$ cat src/rtl/core/pnlcond_pkg.sv
// ----------------------------------------------------------------------------
// pnlcond_pkg
// shared types and constants for the panel pot and switch conditioner
// ----------------------------------------------------------------------------
`default_nettype none

package pnlcond_pkg;

    localparam int NUM_CHANNELS = 16;
    localparam int CH_AW        = (NUM_CHANNELS > 1) ? $clog2(NUM_CHANNELS) : 1;

    localparam int CH_W     = 4;
    localparam int RAW_W    = 10;
    localparam int TIME_W   = 32;
    localparam int VALUE_W  = 16;
    localparam int SEQ_W    = 8;
    localparam int CFG_IX_W = 3;
    localparam int CFG_D_W  = 16;
    localparam int WIN_W    = 3;
    localparam int LAST_W   = RAW_W + 1;

    // switch window upper bounds
    localparam logic [RAW_W-1:0] WIN0_MAX = 10'd126;
    localparam logic [RAW_W-1:0] WIN1_MAX = 10'd382;
    localparam logic [RAW_W-1:0] WIN2_MAX = 10'd640;

    localparam logic [WIN_W-1:0] NO_WINDOW = 3'd4;
    localparam int SCALE_DIV = 1023;

    localparam logic [15:0]      MASK_RST   = 16'd33824;
    localparam logic [CH_W-1:0]  SHIFT_RST  = 4'd11;
    localparam logic [RAW_W-1:0] WINDOW_RST = 10'd20;
    localparam logic [RAW_W-1:0] MOVE_RST   = 10'd82;
    localparam logic [15:0]      SETTLE_RST = 16'd50;

    localparam logic [LAST_W-1:0] LAST_INVALID = 11'h400;

    typedef enum logic [0:0] {
        REQ_SAMPLE = 1'b0,
        REQ_TOGGLE = 1'b1
    } req_kind_t;

    typedef enum logic [CFG_IX_W-1:0] {
        CFG_MASK       = 3'd0,
        CFG_SHIFT_CH   = 3'd1,
        CFG_CATCH_WIN  = 3'd2,
        CFG_CATCH_MOVE = 3'd3,
        CFG_SETTLE     = 3'd4
    } cfg_idx_t;

    typedef struct packed {
        logic              req_type;
        logic [CH_W-1:0]   channel;
        logic [RAW_W-1:0]  raw_sample;
        logic [TIME_W-1:0] now_ms;
    } req_t;

    typedef struct packed {
        logic [CH_W-1:0]    out_channel;
        logic               use_secondary;
        logic [VALUE_W-1:0] out_value;
        logic [SEQ_W-1:0]   seq_num;
    } res_t;

    typedef struct packed {
        logic [WIN_W-1:0]  seen;
        logic [TIME_W-1:0] entry_time;
        logic [WIN_W-1:0]  sent;
    } win_entry_t;

    localparam win_entry_t WIN_ENTRY_RST = '{seen: NO_WINDOW, entry_time: '0, sent: NO_WINDOW};

endpackage

`default_nettype wire

$ cat src/rtl/core/panel_pot_and_switch_conditioner.sv
// ----------------------------------------------------------------------------
// panel_pot_and_switch_conditioner
// pot scaling, shift soft takeover and four-position switch settling
// ----------------------------------------------------------------------------
// Takes one request per clock while the result side keeps up. An accepted
// request is registered into the second stage while the per-channel switch
// window store is read; the second stage then decides, writes the entry
// back and loads the result register. The last write is forwarded so that
// back-to-back requests on one channel see fresh data. A stalled result
// holds the second stage, which holds the request side. The configuration
// port is always ready; writes belong in idle periods, with no request in
// flight.
`default_nettype none

module panel_pot_and_switch_conditioner (
    input  wire logic                                clk,
    input  wire logic                                rst_n,
    input  wire logic                                req_valid,
    output logic                                     req_stall,
    input  wire pnlcond_pkg::req_t                   req,
    output logic                                     res_valid,
    input  wire logic                                res_stall,
    output pnlcond_pkg::res_t                        res,
    input  wire logic                                cfg_valid,
    output logic                                     cfg_ready,
    input  wire logic [pnlcond_pkg::CFG_IX_W-1:0]    cfg_index,
    input  wire logic [pnlcond_pkg::CFG_D_W-1:0]     cfg_data
);

    localparam int NCH = pnlcond_pkg::NUM_CHANNELS;
    localparam int AW  = pnlcond_pkg::CH_AW;

    // configuration
    logic [15:0]                     ranged_mask_reg;
    logic [pnlcond_pkg::CH_W-1:0]    shift_ch_reg;
    logic [pnlcond_pkg::RAW_W-1:0]   catch_win_reg;
    logic [pnlcond_pkg::RAW_W-1:0]   catch_move_reg;
    logic [15:0]                     settle_reg;

    // scalar state
    logic                              shift_on_reg, shift_on_next;
    logic                              catch_active_reg, catch_active_next;
    logic [pnlcond_pkg::RAW_W-1:0]     catch_goal_reg, catch_goal_next;
    logic [pnlcond_pkg::RAW_W-1:0]     catch_prev_reg, catch_prev_next;
    logic [pnlcond_pkg::RAW_W-1:0]     catch_origin_reg, catch_origin_next;
    logic [pnlcond_pkg::LAST_W-1:0]    last_pri_reg, last_pri_next;
    logic [pnlcond_pkg::LAST_W-1:0]    last_sec_reg, last_sec_next;
    logic [pnlcond_pkg::SEQ_W-1:0]     frame_count_reg, frame_count_next;

    // window store
    pnlcond_pkg::win_entry_t win_mem [NCH];
    pnlcond_pkg::win_entry_t win_rd_reg;
    logic [NCH-1:0]          win_valid_reg;
    logic                    mem_we;
    pnlcond_pkg::win_entry_t mem_wdata;
    logic                    fwd_valid_reg;
    logic [AW-1:0]           fwd_addr_reg;
    pnlcond_pkg::win_entry_t fwd_data_reg;

    // second stage
    logic                              s1_valid_reg, s1_valid_next;
    logic                              s1_toggle_reg;
    logic [pnlcond_pkg::CH_W-1:0]      s1_ch_reg;
    logic [AW-1:0]                     s1_addr_reg;
    logic                              s1_in_range_reg;
    logic [pnlcond_pkg::RAW_W-1:0]     s1_raw_reg;
    logic [pnlcond_pkg::TIME_W-1:0]    s1_now_reg;

    // result register
    logic                res_valid_reg, res_valid_next;
    pnlcond_pkg::res_t   res_data_reg, res_data_next;

    logic                              accept;
    logic                              s1_fire;
    logic [pnlcond_pkg::CH_W-1:0]      in_ch;
    logic                              in_toggle;
    logic [AW-1:0]                     in_addr;

    logic                              shift_new;
    logic [pnlcond_pkg::LAST_W-1:0]    target;
    logic                              arm;
    logic                              act_e;
    logic [pnlcond_pkg::RAW_W-1:0]     goal_e;
    logic [pnlcond_pkg::RAW_W-1:0]     prev_e;
    logic [pnlcond_pkg::RAW_W-1:0]     origin_e;
    logic                              is_shift;
    logic                              sec;
    logic                              ranged;
    logic                              crossed;
    logic                              moved;
    logic                              hold;
    logic [1:0]                        win_now;
    logic [pnlcond_pkg::TIME_W-1:0]    elapsed;
    pnlcond_pkg::win_entry_t           entry_cur;
    logic                              emit;
    logic [pnlcond_pkg::VALUE_W-1:0]   emit_value;

    function automatic logic [pnlcond_pkg::RAW_W-1:0] abs_diff(
        input logic [pnlcond_pkg::RAW_W-1:0] a,
        input logic [pnlcond_pkg::RAW_W-1:0] b
    );
        return (a >= b) ? (a - b) : (b - a);
    endfunction

    function automatic logic [1:0] window_of(input logic [pnlcond_pkg::RAW_W-1:0] r);
        logic [1:0] w;
        if (r <= pnlcond_pkg::WIN0_MAX)
        begin
            w = 2'd0;
        end
        else if (r <= pnlcond_pkg::WIN1_MAX)
        begin
            w = 2'd1;
        end
        else if (r <= pnlcond_pkg::WIN2_MAX)
        begin
            w = 2'd2;
        end
        else
        begin
            w = 2'd3;
        end
        return w;
    endfunction

    // r * 65535 / 1023 = 64 * r + floor(63 * r / 1023), the second part by
    // a shift and one compare-and-increment correction
    function automatic logic [pnlcond_pkg::VALUE_W-1:0] scale_raw(
        input logic [pnlcond_pkg::RAW_W-1:0] r
    );
        logic [15:0] y;
        logic [5:0]  q0;
        logic [10:0] rem;
        logic [5:0]  q;
        y   = {r, 6'b0} - {6'b0, r};
        q0  = y[15:10];
        rem = {1'b0, y[9:0]} + {5'b0, q0};
        q   = q0 + {5'b0, (rem >= 11'(pnlcond_pkg::SCALE_DIV))};
        return {r, 6'b0} + {10'b0, q};
    endfunction

    assign cfg_ready = 1'b1;
    assign res_valid = res_valid_reg;
    assign res       = res_data_reg;

    assign s1_fire   = s1_valid_reg && (!res_valid_reg || !res_stall);
    assign req_stall = s1_valid_reg && !s1_fire;
    assign accept    = req_valid && !req_stall;

    assign in_toggle = (req.req_type == pnlcond_pkg::REQ_TOGGLE);
    assign in_ch     = in_toggle ? shift_ch_reg : req.channel;
    assign in_addr   = AW'(in_ch);

    // configuration writes
    always_ff @(posedge clk or negedge rst_n)
    begin
        if (!rst_n)
        begin
            ranged_mask_reg <= pnlcond_pkg::MASK_RST;
            shift_ch_reg    <= pnlcond_pkg::SHIFT_RST;
            catch_win_reg   <= pnlcond_pkg::WINDOW_RST;
            catch_move_reg  <= pnlcond_pkg::MOVE_RST;
            settle_reg      <= pnlcond_pkg::SETTLE_RST;
        end
        else if (cfg_valid && cfg_ready)
        begin
            unique case (cfg_index)
                pnlcond_pkg::CFG_MASK:       ranged_mask_reg <= cfg_data;
                pnlcond_pkg::CFG_SHIFT_CH:   shift_ch_reg    <= cfg_data[pnlcond_pkg::CH_W-1:0];
                pnlcond_pkg::CFG_CATCH_WIN:  catch_win_reg   <= cfg_data[pnlcond_pkg::RAW_W-1:0];
                pnlcond_pkg::CFG_CATCH_MOVE: catch_move_reg  <= cfg_data[pnlcond_pkg::RAW_W-1:0];
                pnlcond_pkg::CFG_SETTLE:     settle_reg      <= cfg_data;
                default:                     ;
            endcase
        end
    end

    // window store: read at acceptance, written back from the second stage
    always_ff @(posedge clk)
    begin
        if (mem_we)
        begin
            win_mem[s1_addr_reg] <= mem_wdata;
        end
    end

    always_ff @(posedge clk)
    begin
        if (accept)
        begin
            win_rd_reg <= win_mem[in_addr];
        end
    end

    always_ff @(posedge clk)
    begin
        if (mem_we)
        begin
            fwd_addr_reg <= s1_addr_reg;
            fwd_data_reg <= mem_wdata;
        end
        if (accept)
        begin
            s1_toggle_reg   <= in_toggle;
            s1_ch_reg       <= in_ch;
            s1_addr_reg     <= in_addr;
            s1_in_range_reg <= (32'(in_ch) < 32'(NCH));
            s1_raw_reg      <= req.raw_sample;
            s1_now_reg      <= req.now_ms;
        end
        res_data_reg <= res_data_next;
    end

    always_ff @(posedge clk or negedge rst_n)
    begin
        if (!rst_n)
        begin
            win_valid_reg    <= '0;
            fwd_valid_reg    <= 1'b0;
            s1_valid_reg     <= 1'b0;
            res_valid_reg    <= 1'b0;
            shift_on_reg     <= 1'b0;
            catch_active_reg <= 1'b0;
            catch_goal_reg   <= '0;
            catch_prev_reg   <= '0;
            catch_origin_reg <= '0;
            last_pri_reg     <= pnlcond_pkg::LAST_INVALID;
            last_sec_reg     <= pnlcond_pkg::LAST_INVALID;
            frame_count_reg  <= '0;
        end
        else
        begin
            if (mem_we)
            begin
                win_valid_reg[s1_addr_reg] <= 1'b1;
                fwd_valid_reg              <= 1'b1;
            end
            s1_valid_reg     <= s1_valid_next;
            res_valid_reg    <= res_valid_next;
            shift_on_reg     <= shift_on_next;
            catch_active_reg <= catch_active_next;
            catch_goal_reg   <= catch_goal_next;
            catch_prev_reg   <= catch_prev_next;
            catch_origin_reg <= catch_origin_next;
            last_pri_reg     <= last_pri_next;
            last_sec_reg     <= last_sec_next;
            frame_count_reg  <= frame_count_next;
        end
    end

    always_comb
    begin
        if (fwd_valid_reg && (fwd_addr_reg == s1_addr_reg))
        begin
            entry_cur = fwd_data_reg;
        end
        else if (win_valid_reg[s1_addr_reg])
        begin
            entry_cur = win_rd_reg;
        end
        else
        begin
            entry_cur = pnlcond_pkg::WIN_ENTRY_RST;
        end

        shift_new = s1_toggle_reg ? !shift_on_reg : shift_on_reg;
        target    = shift_new ? last_sec_reg : last_pri_reg;
        arm       = s1_toggle_reg && s1_in_range_reg && !target[pnlcond_pkg::RAW_W] &&
                    (abs_diff(s1_raw_reg, target[pnlcond_pkg::RAW_W-1:0]) > catch_win_reg);
        act_e     = arm || catch_active_reg;
        goal_e    = arm ? target[pnlcond_pkg::RAW_W-1:0] : catch_goal_reg;
        prev_e    = arm ? s1_raw_reg : catch_prev_reg;
        origin_e  = arm ? s1_raw_reg : catch_origin_reg;

        is_shift  = (s1_ch_reg == shift_ch_reg);
        sec       = is_shift && shift_new;
        ranged    = ranged_mask_reg[s1_ch_reg];
        crossed   = ((prev_e <= goal_e) && (s1_raw_reg >= goal_e)) ||
                    ((prev_e >= goal_e) && (s1_raw_reg <= goal_e));
        moved     = (abs_diff(s1_raw_reg, origin_e) >= catch_move_reg);
        win_now   = window_of(s1_raw_reg);
        elapsed   = s1_now_reg - entry_cur.entry_time;

        shift_on_next     = shift_on_reg;
        catch_active_next = catch_active_reg;
        catch_goal_next   = catch_goal_reg;
        catch_prev_next   = catch_prev_reg;
        catch_origin_next = catch_origin_reg;
        last_pri_next     = last_pri_reg;
        last_sec_next     = last_sec_reg;
        frame_count_next  = frame_count_reg;
        mem_we            = 1'b0;
        mem_wdata         = entry_cur;
        emit              = 1'b0;
        emit_value        = '0;
        hold              = 1'b0;

        if (s1_fire)
        begin
            shift_on_next = shift_new;
            if (arm)
            begin
                catch_active_next = 1'b1;
                catch_goal_next   = goal_e;
                catch_prev_next   = prev_e;
                catch_origin_next = origin_e;
            end
            if (s1_in_range_reg)
            begin
                if (ranged)
                begin
                    if ({1'b0, win_now} != entry_cur.seen)
                    begin
                        // new window: restart the settle timer
                        mem_we               = 1'b1;
                        mem_wdata.seen       = {1'b0, win_now};
                        mem_wdata.entry_time = s1_now_reg;
                    end
                    else if ((elapsed >= {16'b0, settle_reg}) &&
                             ({1'b0, win_now} != entry_cur.sent))
                    begin
                        mem_we         = 1'b1;
                        mem_wdata.sent = {1'b0, win_now};
                        emit           = 1'b1;
                        emit_value     = {14'b0, win_now};
                    end
                end
                else
                begin
                    if (is_shift)
                    begin
                        if (act_e)
                        begin
                            if (crossed || moved)
                            begin
                                catch_active_next = 1'b0;
                            end
                            else
                            begin
                                hold = 1'b1;
                            end
                        end
                        catch_prev_next = s1_raw_reg;
                        if (!hold)
                        begin
                            if (sec)
                            begin
                                last_sec_next = {1'b0, s1_raw_reg};
                            end
                            else
                            begin
                                last_pri_next = {1'b0, s1_raw_reg};
                            end
                        end
                    end
                    emit       = !hold;
                    emit_value = scale_raw(s1_raw_reg);
                end
            end
        end

        s1_valid_next = accept ? 1'b1 : (s1_fire ? 1'b0 : s1_valid_reg);

        res_data_next = res_data_reg;
        if (s1_fire)
        begin
            res_valid_next = emit;
        end
        else if (res_valid_reg && !res_stall)
        begin
            res_valid_next = 1'b0;
        end
        else
        begin
            res_valid_next = res_valid_reg;
        end
        if (emit)
        begin
            res_data_next.out_channel   = s1_ch_reg;
            res_data_next.use_secondary = sec;
            res_data_next.out_value     = emit_value;
            res_data_next.seq_num       = frame_count_reg;
            frame_count_next            = frame_count_reg + 8'd1;
        end
    end

    // a store write only comes from a request leaving the second stage
    assert property (@(posedge clk) disable iff (!rst_n) mem_we |-> s1_fire)
        else $error("window store written without a request in the second stage");

    // the request side only stalls behind an occupied second stage
    assert property (@(posedge clk) disable iff (!rst_n) req_stall |-> s1_valid_reg)
        else $error("request stalled with an empty second stage");

    // each result advances the frame count by exactly one
    assert property (@(posedge clk) disable iff (!rst_n)
        emit |=> (frame_count_reg == $past(frame_count_reg) + 8'd1))
        else $error("frame count did not advance with a result");

    // a new result shows only after the second stage fired
    assert property (@(posedge clk) disable iff (!rst_n)
        $rose(res_valid_reg) |-> $past(s1_fire))
        else $error("result appeared without a request behind it");

    // a held result keeps its sequence number
    assert property (@(posedge clk) disable iff (!rst_n)
        (res_valid_reg && res_stall) |=> (res_data_reg.seq_num == $past(res_data_reg.seq_num)))
        else $error("stalled result changed its sequence number");

endmodule

`default_nettype wire

$ cat config.mk
export PLATFORM = sky130hd
export DESIGN_NAME = panel_pot_and_switch_conditioner
export DESIGN_NICKNAME = d
export VERILOG_FILES = /design/src/rtl/core/pnlcond_pkg.sv /design/src/rtl/core/panel_pot_and_switch_conditioner.sv
export SDC_FILE = /design/constraint.sdc
export NUM_CORES = 1
export LEC_CHECK = 0
export BUFFER_PORTS_ARGS = -buffer_cell sky130_fd_sc_hd__buf_2
export CAP_MARGIN = 30
export CORE_ASPECT_RATIO = 0.75
export CORE_MARGIN = 1
export CORE_UTILIZATION = 24
export DETAILED_ROUTE_END_ITERATION = 12
export PLACE_DENSITY_LB_ADDON = 0.2
export SETUP_SLACK_MARGIN = 0.5
export SYNTH_ARGS = -nofsm -noshare
export SYNTH_HDL_FRONTEND = slang
export SYNTH_SLANG_ARGS = --single-unit
$ cat constraint.sdc
create_clock -name clk -period 10.1 [get_ports clk]
set_input_delay 1.515 -clock clk [delete_from_list [all_inputs] [get_ports clk]]
set_output_delay 1.515 -clock clk [all_outputs]
set_load 0.005 [all_outputs]
==> flow_summary.toml <==
[hold_path]
min_to = "win_valid_reg[10]"
hp-class = "reg -> reg"
min_from = "win_valid_reg[10]"
min_path_cells = 1

[floorplan]
die_h_um = 359
pin_count = 103
die_x_um = 479
rows = 130
start_util_pct = 24.3
dieArea_um2 = 172000
core_um2 = 168000

[routing]
vias = 27600
drt_pre_antenna_iters = 5
via_per_inst = 4.71
wl_um = 131000
detail_route.wl_per_cell_um = 22.4
first_iter_violations = 2376
antenna_left = 0
drcViolationCount = 0

[sta]
relSlewSlack_pct = 32.5
tightest_slew_ns = 1.01
hold_viol_final = 0
timing.hold.ws_ns = 0.465
max_freq_mhz = 110
fin_tns_setup_ns = 0
worst_slack_ns = 1.02
rsz0062_at_grt = "false"
min_period_ns = 9.08
setup_viol = 0
fin_skew_ns = 0.0336
fin_crit_sh_pct = 89.9
drv_slew = 0

[cts]
cts-buffers-inserted = 94
h-tree-depth = 3
cts.sinks = 901
cts-root-buf = "clkbuf_16"
cts_tree = "built"
clk_latency_ns = 0.72
clkSlewWorstSetupHoldPaths_ns = 0.06
cts_max_path_buffers = 3

[outcome]
status = "complete, no violations"

[synthesis]
synth-xor-area-share_pct = 1.63
postSynthAreaPerCell_um2 = 12.1
synth.distinct_cells = 73
synth_fa_ha_area_share_pct = 4.55
ys_warn_count = 0
synth_most_common_cell = "edfxtp_1"
syn_nets = 3593
synth_edf_count = 764
yosysTopAreaCellShare_pct = 56.1
ys_ff_latch = 901
ys_seq_area_share_pct = 64.6
synth_mux_area_share_pct = 3.73
synthTopCellsByCount = "edfxtp_1 (764), nand2_1 (710), nand3_1 (328), clkbuf_1 (180), ha_1 (139)"
synth_top_family_by_area = "simple AND/OR/NAND/NOR gates"
synthFlopType = "edfxtp_1"
synth_compound_area_share_pct = 8.82
yosysTopAreaCell = "edfxtp_1"
syn_inst = 3377
synth.top_cells.by_area = "edfxtp_1 (56%), dfrtp_1 (7.4%), nand2_1 (6.5%)"
synth-simple-area-share_pct = 14.0
synthArstFlopShare_pct = 15.2
synth_area_um2 = 40900

[setup_path]
worst_setup_path_start_kind = "register"
cp.arrival_ns = 9.68
slowest_stage = "dfrtp_2"
worstSetupPathType = "reg -> reg"
r2r_start = "shift_on_reg"
rr_worst_depth = 44
r2r-end = "last_pri_reg[1]"
required_ns = 10.69
slowest_delay_ns = 0.46
crit_path_max_fanout = 11
cpMostUsedCell = "buf_4"
end_kind = "register"
ff2ff_setup_slack_ns = 1.02

[grt]
first_global_vias = 26700
antenna_found_initial = 9
grt_overflow = 0
grt_util_all_layers_pct = 15.0
grt_pass1_wl_um = 191000
grt_start_max_net_pins = 123

[final_layout]
drive_gt1_share_pct = 16.0
syn2layout_area_growth_pct = 18.3
design_area_um2 = 48300
largest_register_ffs = 608
post-route-util_pct = 28.7
nNetsFinal = 3742

[place]
dp_hpwl_um = 77200
io_buffers = 101
place_area_um2 = 44800
gp_congestion = 0.806
dp_slack_ns = -0.0177

[pwr]
p_per_area_nw_per_um2 = 309
vdd_ir_drop_max_mv = 0.193
p_leak_nw = 17.7

[flow_run]
drv_cap = 0
## routing by layer
metal  vias up  track usage [%]  share of wire, %
met4         2             3.07               1.7
li1      12800                -                 -
met3       141             2.71               5.8
met1     14000             23.3                51
met2       659             21.3                41
met5         -                0            0.0092
## through the flow
step,cells,power [W]
2_1_floorplan,3377,0.00908
3_3_place_gp,5626,0.0110
3_5_place_dp,5660,0.0111
4_1_cts,5836,0.0149
5_1_grt,5849,0.0159
6_report,5849,0.0150
## kinds of logic after synthesis
family,count (synthesis)
and+or+nand+nor,1297
DFF,901
AOI/OAI and AO/OA,542
buffers and inverters,284
adders and majority gates,145
muxes,131
xor gates and xnor gates,76
other,1
## power by group
group	switching (W)	internal (W)
Clock	0.00156	0.00207
Sequential	0.000219	0.00515
Combinational	0.00370	0.00225
Total	0.00548	0.00947
## final cells by class
type	instances	area [um^2]
multi-input combinational	2192	13800
timing repair buffer	249	1840
sequential	901	26400
antenna	1	2.50
clock buffer	120	2580
clock inverter	54	592
inverter	88	343
tap	2244	2810
fill	17300	120000
## worst max-delay path: cells and delay by family (launching register included)
kind,cells,cell delay [ns]
simple gates,7,1.15
buf+inv,8,1.32
compound gates,17,3.03
mux,4,1.07
fa+ha+maj,5,1.44
xor+xnor,3,0.52
flops,1,0.46
## layout by cell type, fill, tap and decap left out, types with 11 or more instances in the layout
cell / synthesis / final
buf_2: 2 / 101
a22oi_1: 36 / 35
inv_1: 84 / 83
nand2_1: 710 / 710
dfstp_2: 16 / 16
a21oi_1: 134 / 132
nand3_1: 328 / 328
nor2b_1: 15 / 15
clkbuf_16: 0 / 99
edfxtp_1: 764 / 764
mux2i_1: 37 / 26
nand2b_1: 14 / 14
dfrtp_1: 121 / 120
clkbuf_1: 180 / 19
xnor2_1: 44 / 43
a311oi_1: 77 / 77
a31o_2: 15 / 15
nor3_1: 27 / 24
a21o_1: 36 / 36
mux2_2: 84 / 84
xor2_1: 32 / 32
and2_1: 12 / 11
o21ai_0: 103 / 99
buf_4: 3 / 131
clkinv_2: 0 / 15
nand4_1: 20 / 20
a31oi_1: 50 / 48
and3_1: 55 / 42
nor2_1: 83 / 82
clkinv_1: 2 / 20
ha_1: 139 / 134
## timing repair
item,in CTS,in global routing
endpoints found under the setup margin,61,61
cloned,0,2
resized for setup,9,36
pin swaps,1,13
hold buffers,0,0
buffers inserted,2,9
## worst max-delay path by stage
stage	to	cells past startpoint	slack, ns	startpoint
6_report	last_pri_reg[1]	44	1.02	shift_on_reg
4_1_cts	last_pri_reg[1]	43	0.48	s1_toggle_reg
3_3_place_gp	last_pri_reg[0]	43	-0.04	s1_toggle_reg
5_1_grt	last_pri_reg[0]	43	0.43	s1_toggle_reg
2_1_floorplan	frame_count_reg[1]	41	0.55	s1_toggle_reg
3_5_place_dp	last_pri_reg[1]	43	-0.02	s1_toggle_reg
Note: power is estimated with default switching activity, not from simulation.
